File: config.mk
export PLATFORM = sky130hd
export DESIGN_NAME = priority_task_scheduler_with_mutex
export DESIGN_NICKNAME = d
export VERILOG_FILES = /design/src/rtl/pts_pkg.sv /design/src/rtl/priority_task_scheduler_with_mutex.sv /design/src/rtl/pts_ram.sv
export SDC_FILE = /design/constraint.sdc
export NUM_CORES = 1
export LEC_CHECK = 0
export ABC_AREA = 1
export BUFFER_PORTS_ARGS = -buffer_cell sky130_fd_sc_hd__buf_2
export CAP_MARGIN = 20
export CORE_MARGIN = 2
export CORE_UTILIZATION = 45
export CTS_CLUSTER_DIAMETER = 40
export DETAILED_ROUTE_END_ITERATION = 8
export GPL_ROUTABILITY_DRIVEN = 0
export GPL_TIMING_DRIVEN = 1
export PLACE_DENSITY_LB_ADDON = 0.08
export SYNTH_ARGS = -nofsm -noshare
export SYNTH_HDL_FRONTEND = slang
export SYNTH_SLANG_ARGS = --single-unit
File: constraint.sdc
create_clock -name clk -period 5.3 [get_ports clk]
set_input_delay 1.06 -clock clk [delete_from_list [all_inputs] [get_ports clk]]
set_output_delay 1.06 -clock clk [all_outputs]
set_load 0.1 [all_outputs]
File: src/rtl/pts_pkg.sv
// package: payload types, op and status codes for the task scheduler
package pts_pkg;

  localparam logic [2:0] OP_TICK    = 3'd0;
  localparam logic [2:0] OP_CREATE  = 3'd1;
  localparam logic [2:0] OP_RELEASE = 3'd2;
  localparam logic [2:0] OP_LOCK    = 3'd3;
  localparam logic [2:0] OP_UNLOCK  = 3'd4;

  localparam logic [2:0] ST_OK            = 3'd0;
  localparam logic [2:0] ST_FULL          = 3'd1;
  localparam logic [2:0] ST_NOT_FOUND     = 3'd2;
  localparam logic [2:0] ST_ALREADY_OWNER = 3'd3;
  localparam logic [2:0] ST_NOT_OWNER     = 3'd4;
  localparam logic [2:0] ST_BLOCKED       = 3'd5;

  localparam logic [7:0]  PRIO_NONE        = 8'd255;
  localparam logic [15:0] DEADLINE_WIN_RST = 16'd50;
  localparam logic [7:0]  WATCHDOG_LIM_RST = 8'd100;

  localparam logic CFG_DEADLINE_WINDOW = 1'b0;
  localparam logic CFG_WATCHDOG_LIMIT  = 1'b1;

  typedef struct packed {
    logic [2:0]  op;
    logic [15:0] task_id;
    logic [7:0]  priority_req;
    logic [3:0]  requester_slot;
  } in_t;

  typedef struct packed {
    logic [2:0]  status;
    logic        next_valid;
    logic [3:0]  next_slot;
    logic [15:0] miss_mask;
    logic        watchdog_timeout;
  } out_t;

endpackage

File: src/rtl/priority_task_scheduler_with_mutex.sv
// top level: task table, mutex and slot-scanning sequencer
//
// Usage: one item enters on the in channel (in_valid/in_ready, payload
// in_data), one result leaves on the out channel (out_valid/out_ready,
// payload out_data). Registers are written on the cfg channel: index 0
// deadline_window, index 1 watchdog_limit; always ready.
// Every item sweeps the table slot by slot with one comparator pass.
// Tick and release sweep the created slots for their own work (read,
// evaluate, write back), then a selection sweep (S_SEL, S_SELEV) follows.
// One item is in work at a time; in_ready is low meanwhile and rises in
// the cycle after the result beat.
// The result sits in an output register; while the receiver stalls the
// block holds it and takes no new item.
// Reset clears the tick count, the task count, the mutex and the watchdog
// and restores the register defaults; table contents are not cleared, only
// slots below the task count are ever read. No clearing pass is needed.
module priority_task_scheduler_with_mutex
  import pts_pkg::*;
#(
  parameter int MAX_TASKS = 16
) (
  input  logic        clk,
  input  logic        rst,
  input  logic        in_valid,
  output logic        in_ready,
  input  in_t         in_data,
  output logic        out_valid,
  input  logic        out_ready,
  output out_t        out_data,
  input  logic        cfg_valid,
  output logic        cfg_ready,
  input  logic        cfg_index,
  input  logic [15:0] cfg_data
);

  localparam int SW = (MAX_TASKS > 1) ? $clog2(MAX_TASKS) : 1;
  localparam int CW = $clog2(MAX_TASKS + 1);

  localparam logic [2:0] S_IDLE  = 3'd0;
  localparam logic [2:0] S_RD    = 3'd1;
  localparam logic [2:0] S_EVAL  = 3'd2;
  localparam logic [2:0] S_WR    = 3'd3;
  localparam logic [2:0] S_SEL   = 3'd4;
  localparam logic [2:0] S_SELEV = 3'd5;
  localparam logic [2:0] S_OUT   = 3'd6;

  typedef struct packed {
    logic [15:0] ident;
    logic [7:0]  prio;
    logic        ready;
    logic [31:0] deadline;
    logic        missed;
  } entry_t;

  logic [2:0]    state;
  in_t           item;
  logic [15:0]   deadline_window;
  logic [7:0]    watchdog_limit;
  logic [31:0]   tick_count;
  logic [CW-1:0] task_count;
  logic          mutex_locked;
  logic [SW-1:0] mutex_owner;
  logic [7:0]    saved_priority;
  logic          waiter_valid;
  logic [SW-1:0] waiter_slot;
  logic [7:0]    watchdog_count;

  // sweep bookkeeping
  logic [CW-1:0] idx;
  logic [1:0]    step;     // phase inside lock/unlock
  logic [7:0]    best;
  logic          sel_valid;
  logic [SW-1:0] sel_slot;
  logic [7:0]    req_prio;

  logic          we;
  logic [SW-1:0] addr;
  entry_t        wdata, rdata;

  pts_ram #(.WIDTH($bits(entry_t)), .DEPTH(1 << SW)) u_table (
    .clk(clk), .we(we), .addr(addr), .wdata(wdata), .rdata(rdata)
  );

  assign cfg_ready = 1'b1;
  assign in_ready  = (state == S_IDLE);

  logic [SW-1:0] idx_s;
  assign idx_s = idx[SW-1:0];
  logic req_ok;
  assign req_ok = (32'(item.requester_slot) < 32'(task_count))
                  && (32'(item.requester_slot) < 32'(MAX_TASKS));
  logic [SW-1:0] req_s;
  assign req_s = SW'(item.requester_slot);

  logic [8:0] wd_next;
  assign wd_next = {1'b0, watchdog_count} + 9'd1;

  logic [31:0] rel_deadline;
  assign rel_deadline = tick_count + {16'd0, deadline_window};

  // table write and address
  always_comb begin
    we    = 1'b0;
    addr  = idx_s;
    wdata = rdata;
    unique case (state)
      S_RD, S_EVAL: begin
        // keep the slot addressed so the write-back sees its own entry
        if (item.op == OP_LOCK || item.op == OP_UNLOCK) begin
          addr = (step == 2'd1) ? mutex_owner
               : (step == 2'd2) ? waiter_slot : req_s;
        end
      end
      S_WR: begin
        unique case (item.op)
          OP_TICK: begin
            we = 1'b1;
            if (rdata.deadline != 32'd0 && tick_count >= rdata.deadline &&
                !rdata.missed) begin
              wdata.missed = 1'b1;
            end
          end
          OP_CREATE: begin
            we = 1'b1;
            addr = SW'(task_count);
            wdata.ident = item.task_id;
            wdata.prio = item.priority_req;
            wdata.ready = 1'b1;
            wdata.deadline = 32'd0;
            wdata.missed = 1'b0;
          end
          OP_RELEASE: begin
            we = 1'b1;
            wdata.ready = 1'b1;
            if (deadline_window != 16'd0) wdata.deadline = rel_deadline;
          end
          OP_LOCK: begin
            we = 1'b1;
            if (step == 2'd1) begin
              addr = mutex_owner;
              if (req_prio < rdata.prio) wdata.prio = req_prio;
            end else begin
              addr = req_s;
              wdata.ready = 1'b0;
            end
          end
          OP_UNLOCK: begin
            we = 1'b1;
            if (step == 2'd2) begin
              addr = waiter_slot;
              wdata.ready = 1'b1;
            end else begin
              addr = req_s;
              wdata.prio = saved_priority;
            end
          end
          default: ;
        endcase
      end
      default: ;
    endcase
  end

  always_ff @(posedge clk) begin
    if (rst) begin
      state           <= S_IDLE;
      out_valid       <= 1'b0;
      deadline_window <= DEADLINE_WIN_RST;
      watchdog_limit  <= WATCHDOG_LIM_RST;
      tick_count      <= '0;
      task_count      <= '0;
      mutex_locked    <= 1'b0;
      mutex_owner     <= '0;
      saved_priority  <= '0;
      waiter_valid    <= 1'b0;
      waiter_slot     <= '0;
      watchdog_count  <= '0;
      idx             <= '0;
      step            <= '0;
    end else begin
      if (cfg_valid) begin
        if (cfg_index == CFG_DEADLINE_WINDOW) deadline_window <= cfg_data;
        else watchdog_limit <= cfg_data[7:0];
      end
      unique case (state)
        S_IDLE: begin
          if (in_valid) begin
            item <= in_data;
            idx  <= '0;
            step <= '0;
            out_data.status <= (in_data.op == OP_CREATE &&
                                32'(task_count) >= 32'(MAX_TASKS)) ? ST_FULL : ST_OK;
            out_data.next_valid <= 1'b0;
            out_data.next_slot <= '0;
            out_data.miss_mask <= '0;
            out_data.watchdog_timeout <= (in_data.op == OP_TICK) &&
                                         (wd_next > {1'b0, watchdog_limit});
            unique case (in_data.op)
              OP_TICK: begin
                tick_count <= tick_count + 32'd1;
                if (wd_next > {1'b0, watchdog_limit}) begin
                  watchdog_count <= '0;
                end else begin
                  watchdog_count <= wd_next[7:0];
                end
                state <= S_RD;
              end
              OP_CREATE: begin
                if (32'(task_count) >= 32'(MAX_TASKS)) begin
                  state <= S_SEL;
                end else begin
                  state <= S_WR;
                end
              end
              OP_RELEASE, OP_LOCK, OP_UNLOCK: state <= S_RD;
              default: state <= S_SEL;
            endcase
          end
        end
        S_RD: begin
          if ((item.op == OP_TICK || item.op == OP_RELEASE) && idx >= task_count) begin
            if (item.op == OP_RELEASE) out_data.status <= ST_NOT_FOUND;
            idx <= '0;
            state <= S_SEL;
          end else begin
            state <= S_EVAL;
          end
        end
        S_EVAL: begin
          unique case (item.op)
            OP_TICK: begin
              if (rdata.deadline != 32'd0 && tick_count >= rdata.deadline &&
                  !rdata.missed && 32'(idx) < 32'd16) begin
                out_data.miss_mask[4'(idx)] <= 1'b1;
              end
              state <= S_WR;
            end
            OP_RELEASE: begin
              if (rdata.ident != item.task_id) begin
                idx <= idx + CW'(1);
                state <= S_RD;
              end else begin
                state <= S_WR;
              end
            end
            OP_LOCK: begin
              if (step == 2'd0) begin
                req_prio <= rdata.prio;
                if (!req_ok) begin
                  out_data.status <= ST_NOT_FOUND;
                  state <= S_SEL;
                end else if (!mutex_locked) begin
                  mutex_locked <= 1'b1;
                  mutex_owner <= req_s;
                  saved_priority <= rdata.prio;
                  state <= S_SEL;
                end else if (mutex_owner == req_s) begin
                  out_data.status <= ST_ALREADY_OWNER;
                  state <= S_SEL;
                end else begin
                  out_data.status <= ST_BLOCKED;
                  waiter_valid <= 1'b1;
                  waiter_slot <= req_s;
                  state <= S_WR;
                end
              end else begin
                state <= S_WR;
              end
            end
            OP_UNLOCK: begin
              if (step == 2'd0 && !req_ok) begin
                out_data.status <= ST_NOT_FOUND;
                state <= S_SEL;
              end else if (step == 2'd0 && (!mutex_locked || mutex_owner != req_s)) begin
                out_data.status <= ST_NOT_OWNER;
                state <= S_SEL;
              end else begin
                state <= S_WR;
              end
            end
            default: state <= S_SEL;
          endcase
        end
        S_WR: begin
          unique case (item.op)
            OP_TICK: begin
              idx <= idx + CW'(1);
              state <= S_RD;
            end
            OP_CREATE: begin
              task_count <= task_count + CW'(1);
              idx <= '0;
              state <= S_SEL;
            end
            OP_LOCK: begin
              idx <= '0;
              if (step == 2'd0) begin
                step <= 2'd1;
                state <= S_RD;
              end else begin
                state <= S_SEL;
              end
            end
            OP_UNLOCK: begin
              idx <= '0;
              if (step == 2'd0) begin
                mutex_locked <= 1'b0;
                mutex_owner <= '0;
                if (waiter_valid) begin
                  step <= 2'd2;
                  state <= S_RD;
                end else begin
                  waiter_slot <= '0;
                  state <= S_SEL;
                end
              end else begin
                waiter_valid <= 1'b0;
                waiter_slot <= '0;
                state <= S_SEL;
              end
            end
            default: begin
              idx <= '0;
              state <= S_SEL;
            end
          endcase
          if (item.op != OP_TICK) begin
            best <= PRIO_NONE;
            sel_valid <= 1'b0;
            sel_slot <= '0;
          end
        end
        S_SEL: begin
          if (item.op == OP_TICK || out_data.status != ST_OK ||
              item.op == OP_CREATE || idx == '0) begin
            if (idx == '0) begin
              best <= PRIO_NONE;
              sel_valid <= 1'b0;
              sel_slot <= '0;
            end
          end
          if (idx >= task_count) begin
            state <= S_OUT;
          end else begin
            state <= S_SELEV;
          end
        end
        S_SELEV: begin
          if (rdata.ready && rdata.prio < best) begin
            best <= rdata.prio;
            sel_valid <= 1'b1;
            sel_slot <= idx_s;
          end
          idx <= idx + CW'(1);
          state <= S_SEL;
        end
        S_OUT: begin
          if (out_valid && out_ready) begin
            out_valid <= 1'b0;
            state <= S_IDLE;
          end else begin
            out_data.next_valid <= sel_valid;
            out_data.next_slot <= 4'(sel_slot);
            out_valid <= 1'b1;
          end
        end
        default: state <= S_IDLE;
      endcase
    end
  end

  property p_busy_no_in;
    @(posedge clk) disable iff (rst) (state != S_IDLE) |-> !in_ready;
  endproperty
  a_busy_no_in: assert property (p_busy_no_in) else $error("ready while busy");

  a_count_max: assert property (@(posedge clk) disable iff (rst)
    32'(task_count) <= 32'(MAX_TASKS)) else $error("task count over limit");

  a_out_only_done: assert property (@(posedge clk) disable iff (rst)
    out_valid |-> state == S_OUT) else $error("result outside output state");

  a_owner_free: assert property (@(posedge clk) disable iff (rst)
    !mutex_locked |-> mutex_owner == '0) else $error("free mutex with owner");

endmodule

File: src/rtl/pts_ram.sv
// generic single-port ram with registered read
module pts_ram #(
  parameter int WIDTH = 8,
  parameter int DEPTH = 16
) (
  input  logic                     clk,
  input  logic                     we,
  input  logic [$clog2(DEPTH)-1:0] addr,
  input  logic [WIDTH-1:0]         wdata,
  output logic [WIDTH-1:0]         rdata
);

  logic [WIDTH-1:0] mem [DEPTH];

  always_ff @(posedge clk) begin
    if (we) begin
      mem[addr] <= wdata;
    end
    rdata <= mem[addr];
  end

endmodule

[After elaboration in Yosys (flattened, before gate mapping)]
Memory sizes are Yosys's and may differ from the RTL's. A register that Yosys moved wholly into a read port is not among the register bits.
Cells that the tools add are included.
Cells by class
  equality and inequality tests: 50
  add/subtract/negate cells: 5
  mux-type cells: 120
  $lt $le $gt $ge: 10
  reduce and logical (&&, ||, !) cells: 58
  bitwise operators: 4
Operator list (count)
  2-to-1 mux 4 bit: 22
  2-to-1 mux 8 bit: 8
  one-hot mux 32 bit (2 select lines): 1
  2-to-1 mux 3 bit: 21
  2-to-1 mux 58 bit: 1
  2-to-1 mux 16 bit: 3
  one-hot mux 8 bit (3 select lines): 2
  inequality test 2 bit, second input constant: 22
  adder 32 x 1 -> 32 bit, second input constant: 1
  adder 32 x 16 -> 32 bit: 1
  >= comparator 32 bit: 1
  2-to-1 mux 32 bit: 1
  one-hot mux 16 bit (2 select lines): 1
  nonzero test 32 bit: 1
  2-to-1 mux 5 bit: 6
  2-to-1 mux 1 bit: 26
  2-to-1 mux 25 bit: 1
  one-hot mux 5 bit (5 select lines): 1
  one-hot mux 4 bit (2 select lines): 3
  one-hot mux 4 bit (3 select lines): 2
  inequality test 3 bit, second input constant: 7
  one-hot mux 3 bit (7 select lines): 1
  == test 3 x 2 -> 1 bit, second input constant: 6
  one-hot mux 3 bit (3 select lines): 2
  other kinds (49): 106
Storage, ports and cells
  memories kept: 1
  word-level logic and storage cells: 275
  input bits: 53
  RAM bits: 928
  register bits after elaboration: 175
  output and inout bits: 28
Memories
  u_table.mem: depth 16, width 58, rd ports 1, clocked after Yosys merged registers in 1, write ports 1, RTL line pts_ram.sv:13  | logic [WIDTH-1:0] mem [DEPTH];

[Longest topological paths before layout]
Gate-level depths: netlist of run 1.
  depth after elaboration: 8
  gate-level depth with buffers: 19
  depth with buffers taken out: 16

[Modules after synthesis]
From an unflattened synthesis of run 1, not the netlist that was laid out.
Second synthesis, totals
  cell total of the unflattened synthesis: 5700
  area total of the unflattened synthesis: 53018.3 um2
Modules (own cells, without submodules)
  pts_ram: area an instance 40182.3 um2, cells an instance 3805, instances 1, seq. area each 29027.8 um2
  priority_task_scheduler_with_mutex: area an instance 12836.1 um2, cells an instance 1895, instances 1, seq. area each 4274.1 um2

[Worst setup path after synthesis of run 1]
OpenSTA, ideal clock, no wires.
  kind: flip-flop to flip-flop
  start: register item[28] in the netlist's numbering
  end: memory u_table.mem[12][0] in the netlist's numbering, enable pin
  cell stages (with the launch flop): 14
  period minus slack after synthesis: 4.748 ns
  path buffers: 2
  setup time: 0.475 ns
  data arrival time: 4.273 ns
  path slack: 0.552 ns
  data required time: 4.825 ns
  cell sequence: edfxtp_1 > nor2_2 > nand2_2 > nand2_1 > nand2_1 > inv_1 > nand4_1 > nand2_1 > nand2_1 > o21ai_2 > buf_4 > buf_4 > nand4_1 > nor2_1
On the way
  longest elaborated chain between the ends: 6
  elaborated cells on any way between the ends: 14
  those cells by class: eq/ne: 4; mux: 7; reduce/logical: 3
Ends and longest elaborated chain
  from (decl): RTL line priority_task_scheduler_with_mutex.sv:56  | in_t item;
  from (signal assigned): RTL line priority_task_scheduler_with_mutex.sv:188  | item <= in_data;
  == test 3 x 2 -> 1 bit (tied with other cells): RTL line priority_task_scheduler_with_mutex.sv:109, priority_task_scheduler_with_mutex.sv:115
  OR reduction 5 bit (no line)
  2-to-1 mux 1 bit: RTL line priority_task_scheduler_with_mutex.sv:115  | unique case (item.op)
  2-to-1 mux 1 bit: RTL line priority_task_scheduler_with_mutex.sv:106  | unique case (state)
  2-to-1 mux 1 bit: RTL line pts_ram.sv:16  | if (we) begin
  2-to-1 mux 1 bit (implied by the code): RTL line pts_ram.sv:17  | mem[addr] <= wdata;
  to (decl): RTL line pts_ram.sv:13
Several ways; a longest one is shown, not always the timed one.

[Worst setup path after layout of run 1]
  start: register step[0]
  end: memory u_table.mem[0][12] in the netlist's numbering, enable pin
On the way
  longest elaborated chain between the ends: 5
  elaborated cells on any way between the ends: 8
  those cells by class: eq/ne: 2; mux: 6
Ends and longest elaborated chain
  from (decl): RTL line priority_task_scheduler_with_mutex.sv:70  | logic [1:0] step;
  from (signal assigned): RTL line priority_task_scheduler_with_mutex.sv:179  | step <= '0;
  from (signal assigned): RTL line priority_task_scheduler_with_mutex.sv:190  | step <= '0;
  from (signal assigned): RTL line priority_task_scheduler_with_mutex.sv:298  | step <= 2'd1;
  == test 2 bit: RTL line priority_task_scheduler_with_mutex.sv:111, priority_task_scheduler_with_mutex.sv:149
  2-to-1 mux 4 bit: RTL line priority_task_scheduler_with_mutex.sv:111, priority_task_scheduler_with_mutex.sv:149
  2-to-1 mux 4 bit: RTL line priority_task_scheduler_with_mutex.sv:110  | addr = (step == 2'd1) ? mutex_owner
  2-to-1 mux 4 bit: RTL line priority_task_scheduler_with_mutex.sv:109  | if (item.op == OP_LOCK || item.op == OP_UNLOCK) begin
  one-hot mux 4 bit (2 select lines) *: RTL line priority_task_scheduler_with_mutex.sv:106
Every way passes the cells marked *; elsewhere a longest branch is shown, timed or not.

==> out/metrics.csv, run 1 <==
metric,value,unit
p_leak,25.3,nW
cts_resized,0,
final_nets,5819,
ys_seq_area_frac,0.629,
cp.arrival,4.36,ns
ys_warn_count,0,
seq_power_share,0.367,
synthSimpleGateAreaFrac,0.252,
dr.pass1.iters,6,
chipHeight,347,um
slew_violations,0,
setup_viol,0,
clk_pin_slew,0.05,ns
grt_pass1_wl,226000,um
synth_xor_area_frac,0.00910,
dp_hpwl,82700,um
synth_edf_count,1005,
avgSynthCellArea,9.46,sq um
fin_skew,0.0315,ns
viasPerCell,5.26,
synth_area_leader_cell,edfxtp_1,
pre_cts_ws,1.41,ns
end_kind,flip-flop,
p_sw_frac,0.359,
critPathMaxStageDelay,0.66,ns
grt.overflow.total,0,
synth_cell_types,53,
hold_viol,0,
pin_count,81,
min-delay-path-class,flip-flop to flip-flop,
ctsHtreeMaxLevel,4,
worst_slack,1.38,ns
netlist.area_leader.share,0.570,
worstPathMaxFanout,31,
antenna_found_initial,1,
crit_chain,inv_2 > nor2_2 > nand2_1 > nand3_1 > nand4_1 > nand2_1 > nand2_1 > o21ai_4 > nand4_1 > nor2_4 > buf_12,
synth_top_family_by_area,simple AND/OR/NAND/NOR gates,
numCtsBuffers,168,
synth_nets,5734,
ys_seq_elements,1161,
clock_latency,0.77,ns
synth_flop_cell,edfxtp_1,
synth_compound_area_frac,0.0386,
clock-root-buffer,clkbuf_16,
dpl.cell_count,7031,
crit_top_cell,nand2_1,
postCtsSetupBuffers,0,
power_switching,11.6,mW
final_cells,7347,
drv_cap,0,
cts_hold_buffers,0,
crit_required,5.74,ns
post-route-min-period,3.92,ns
synth.top_cells.by_area,"edfxtp_1 57%, nand2_1 17%, dfxtp_1 5.9%",
synthArstFlopShare,0,
p_clk_frac,0.346,
clockBufferDepth,3,
synthMuxAreaShare,0,
synth_most_common_cell,nand2_1,
rsz0062_at_grt,false,
grt_max_degree,193,
core,0.117,sq mm
netlist_area,0.0529,sq mm
outcome,finished clean,
remaining_drc_errors,0,
comb_power_share,0.287,
area_growth,15.0,%
routed_wl,149000,um
tightest_slew,1.10,ns
die_w,347,um
vdd_drop_max,0.645,mV
start_util,0.454,
syn-instance-count,5594,
powerDensity,532,mW/mm^2
drtIter0Drc,3356,
power.internal,20.8,mW
vias,38700,
ys_top_cells_by_count,"2417 x nand2_1, 1005 x edfxtp_1, 558 x nand3_1",
relSlewSlack,0.266,
clock_sinks,1161,
post-route-period-util,0.741,
die-area,0.120,sq mm
startpoint_type,flip-flop,
grt_pass1_vias,36400,
ant_nets,0,
portBuffers,79,
synth_fa_ha_area_frac,0.0207,
wire_per_inst,20.3,um
grt_usage,0.245,
cts_tree,done,
drive_gt1_frac,0.0914,
fmax,0.255,GHz
core.rowCount,125,
tns,0,ns
crit_type,flip-flop to flip-flop,
critPathSlowestCell,nor2_4,
[critical path, delay by kind of cell (launching register included)]
kind / cells / cell delay, ns
AO/OA/AOI/OAI: 1 / 0.36
flip-flops: 1 / 0.38
buffers and inverters: 2 / 0.38
AND/OR/NAND/NOR: 8 / 2.43
[placed cells by master, fill, tap and decap left out, types with 15 or more instances in the layout]
master and instances:
a21oi_1 169, buf_12 22, buf_2 79, buf_4 86, bufinv_16 16, clkbuf_1 18
clkbuf_16 172, clkinv_2 25, clkinvlp_4 27, dfxtp_1 156, edfxtp_1 1005, ha_1 86
inv_1 339, inv_6 22, nand2_1 2417, nand3_1 558, nand4_1 34, nor2_1 180
nor2_4 22, nor3_1 29, nor4_1 18, o211ai_1 15, o21ai_0 128, xnor2_1 22
xor2_1 33
[worst paths after layout]
kind,slack (ns),start,end,cells after the start
hold / removal,0.47,watchdog_limit[3]$_SDFFE_PP0P_,watchdog_limit[3]$_SDFFE_PP0P_,2
setup reg to reg,1.38,step[0]$_SDFFE_PP0P_,u_table.mem[0][12]$_DFFE_PP_,11
setup / recovery,1.38,step[0]$_SDFFE_PP0P_,u_table.mem[0][12]$_DFFE_PP_,11
hold reg to reg,0.47,watchdog_limit[3]$_SDFFE_PP0P_,watchdog_limit[3]$_SDFFE_PP0P_,2
[cell families after synthesis]
logic type,count (synthesis)
simple gates,3288
flops,1161
buf+inv,628
compound gates,374
fa+ha+maj,87
xor+xnor,55
other cells,1
[stage by stage]
stage	hold WS, ns	area (sq um)	utilization	total power, mW
after global routing	0.442	60900	0.522	34.1
after floorplan	0.435	52900	-	18.3
after detailed placement	0.461	55200	0.473	21.3
final	0.468	60900	0.522	32.4
after global placement	0.462	55100	0.473	21.3
after CTS	0.420	60900	0.522	32.6
[layer usage]
metal | global-route usage | vias up | wire length (um)
li1 | - | 18800 | -
met1 | 0.354 | 18600 | 69100
met2 | 0.387 | 1095 | 68400
met3 | 0.0353 | 214 | 8200
met4 | 0.0677 | 0 | 3140
met5 | 0 | - | 0
[layout make-up]
class,instances,area (sq um)
fill,10600,55600
multi-input combinational,3805,17100
timing repair buffer,189,1500
clock inverter,116,1240
sequential,1161,33300
antenna,1,2.50
tap,1524,1910
inverter,354,1330
clock buffer,197,4470
[state kept, by name, summed over array words and instances, names as in the netlist, 5 cells and up]
register / flops
watchdog_limit: 8
tick_count: 32
u_table.rdata: 58
req_prio: 8
deadline_window: 16
u_table.mem: 928
item: 27
saved_priority: 8
idx: 5
out_data: 25
best: 8
task_count: 5
watchdog_count: 8
[power by group through the flow]
stage                     combinational, mW  sequential [mW]  clock, mW
final                                  9.30             11.9       11.2
after global routing                   10.5             11.9       11.8
after CTS                              9.32             11.9       11.4
after detailed placement               9.27             12.1          0
after global placement                 9.20             12.1          0
after floorplan                        6.17             12.2          0
Power figures use the tool's default switching activity.
==> run 2: changes to the inputs <==
Settings changed: ABC_AREA 1 to 0.
Clock period 5.3 ns to 4 ns, I/O delays scaled along.
==> run 2 against run 1 <==
- critical path depth decreased by 1
- power rose by 25%
- register-to-register slack worse by 1.1 ns
- sequential power is 34% higher
- global-route usage decreased by 1.0 points
- clock skew decreased by 0.0038 ns
- largest cell class unchanged
- largest power group unchanged
- highest routed layer unchanged
==> out/metrics.csv, run 2 <==
metric,value,unit,change
outcome,finished clean,,
crit_chain,and3b_1 > o22ai_1 > a21oi_4 > nor2_1 > nor3_4 > buf_12 > and2_4 > buf_12 > o211ai_1 > and3_1,,
pre_cts_ws,0.285,ns,-1.12 ns
worst_slack,0.238,ns,-1.14 ns
clock-root-buffer,clkbuf_16,,
pin_count,81,,unchanged
p_leak,20.7,nW,-18%
synth_most_common_cell,edfxtp_1,,
fmax,0.266,GHz,+4.3%
gr-max-usage-layer,met2,,
cts_hold_buffers,0,,unchanged
drtIter0Drc,2557,,-24%
ys_seq_elements,1161,,unchanged
critPathMaxStageDelay,0.63,ns,-0.03 ns
powerDensity,710,mW/mm^2,+33%
antenna_found_initial,2,,+1
tightest_slew,1.08,ns,-0.0212 ns
synth_cell_types,83,,+57%
grt_pass1_vias,30900,,-15%
post-route-period-util,0.940,,+0.200
crit_top_cell,buf_12,,
portBuffers,79,,unchanged
vias,30600,,-21%
avgSynthCellArea,13.6,sq um,+43%
slew_violations,0,,unchanged
ys_top_cells_by_count,"1005 x edfxtp_1, 424 x nand2_1, 252 x mux2i_1",,
largest_reg_flops,928,,unchanged
dpl.cell_count,5001,,-29%
clk_pin_slew,0.06,ns,about the same
end_kind,flip-flop,,
postCtsSetupBuffers,0,,unchanged
netlist_area,0.0485,sq mm,-8.4%
ys_warn_count,0,,unchanged
numCtsBuffers,160,,-4.8%
fin_hold_ws,0.221,ns,-0.247 ns
critPathSlowestCell,edfxtp_1,,
grt_max_degree,118,,-39%
final_common_cell,edfxtp_1,,
reg_top3,"u_table.mem: 928 flops, u_table.rdata: 58 flops, tick_count: 32 flops",,
ctsHtreeMaxLevel,4,,unchanged
min_path_cells,1,,-1
remaining_drc_errors,0,,unchanged
die-area,0.110,sq mm,-8.3%
clockBufferDepth,3,,unchanged
synth.top_cells.by_area,"edfxtp_1 62%, dfxtp_1 6.4%, mux2i_1 5.2%",,
reg2regPathDepth,10,,-1
cts_tree,done,,
area_growth,17.7,%,
netlist.area_leader.share,0.623,,+0.0525
use_met1,0.324,,-0.0302
final_nets,3903,,-33%
syn-instance-count,3573,,-36%
fin_skew,0.0276,ns,-0.00385 ns
top_register,u_table.mem,,
drive_gt1_frac,0.149,,+0.0576
hold_viol,0,,unchanged
ys_seq_area_frac,0.687,,+0.0579
grt.overflow.total,0,,unchanged
viasPerCell,5.78,,+9.8%
core,0.107,sq mm,-8.3%
ant_nets,0,,unchanged
start_util,0.453,,-0.000901
synthArstFlopShare,0,,unchanged
crit_type,flip-flop to flip-flop,,
die_w,332,um,-4.3%
synth_nets,3713,,-35%
synth_area_leader_cell,edfxtp_1,,
core.rowCount,120,,-4.0%
min-delay-path-class,input pin to flip-flop,,
final_cells,5302,,-28%
clock_sinks,1161,,unchanged
relSlewSlack,0.280,,+0.0142
post-route-min-period,3.76,ns,-0.163 ns
n_antenna_cell,0,,-1
routed_wl,131000,um,-12%
startpoint_type,flip-flop,,
cp.arrival,4.40,ns,+0.04 ns
final_cell_mix,"1005 x edfxtp_1, 423 x nand2_1, 252 x mux2i_1",,
dr.pass1.iters,5,,-1
drv_cap,0,,unchanged
vdd_drop_max,0.518,mV,-20%
setup_viol,0,,unchanged
cts_resized,0,,unchanged
grt_usage,0.235,,-0.0103
clock_latency,0.76,ns,about the same
wire_per_inst,24.7,um,+22%
use_met2,0.387,,+0.000458
r2r_slack,0.24,ns,-1.14 ns
crit_required,4.64,ns,-1.10 ns
chipHeight,332,um,-4.3%
synth_flop_cell,edfxtp_1,,
worstPathMaxFanout,117,,+280%
grt_use_met3,0.0351,,-0.000158
grt_pass1_wl,195000,um,-14%
synth_edf_count,1005,,unchanged
dp_hpwl,77200,um,-6.7%
rsz0062_at_grt,false,,
## run 2: cell families after synthesis
group / synth area share
flops: 0.687
simple gates: 0.0815
compound gates: 0.115
buf+inv: 0.0256
mux: 0.0539
fa+ha+maj: 0.0226
xor+xnor: 0.0141
other cells: 0.0000774
## run 2: worst paths after layout
kind | start | endpoint
max | item[29]$_DFFE_PP_ | u_table.rdata[9]$_DFF_P_
min | in_data[5] | item[5]$_DFFE_PP_
max reg2reg | item[29]$_DFFE_PP_ | u_table.rdata[9]$_DFF_P_
min reg2reg | watchdog_limit[1]$_SDFFE_PP0P_ | watchdog_limit[1]$_SDFFE_PP0P_
## run 2: power breakdown
group          switching [mW]  leakage [nW]  internal (mW)
registers               0.735          10.3           15.3
logic                    6.79          7.69           3.33
clock network            5.39          2.67           8.97
## run 2: through the flow
step	total power, mW	TNS, ns	utilization	instance area [sq um]
final	40.5	0	0.534	57100
after CTS	40.7	0	0.533	57000
after global routing	42.1	0	0.534	57100
after floorplan	22.5	-98.95	-	48600
after global placement	26.1	0	0.482	51500
after detailed placement	26.3	0	0.482	51500
## run 2: worst max-delay path: cells and delay by family (launching register included)
| kind | cells | cell delay [ns] |
|---|---|---|
| buffers and inverters | 2 | 0.77 |
| flip-flops | 1 | 0.63 |
| AND/OR/NAND/NOR | 5 | 1.58 |
| AO/OA/AOI/OAI | 3 | 0.60 |
## run 2: routing by layer
layer / wire length (um) / vias up / part of all wire
met5: 0 / - / 0
met4: 2760 / 0 / 0.021
met3: 7480 / 200 / 0.057
met2: 62300 / 979 / 0.48
met1: 58200 / 15400 / 0.45
li1: - / 14000 / -
## run 2: area by class of cell
cell class                      instances  area (sq um)
Multi-Input combinational cell       2131         14200
Tap cell                             1403          1760
Timing Repair Buffer                  236          2020
Fill cell                            8828         49900
Inverter                               73           274
Sequential cell                      1161         33300
Clock inverter                         96          1120
Clock buffer                          202          4400
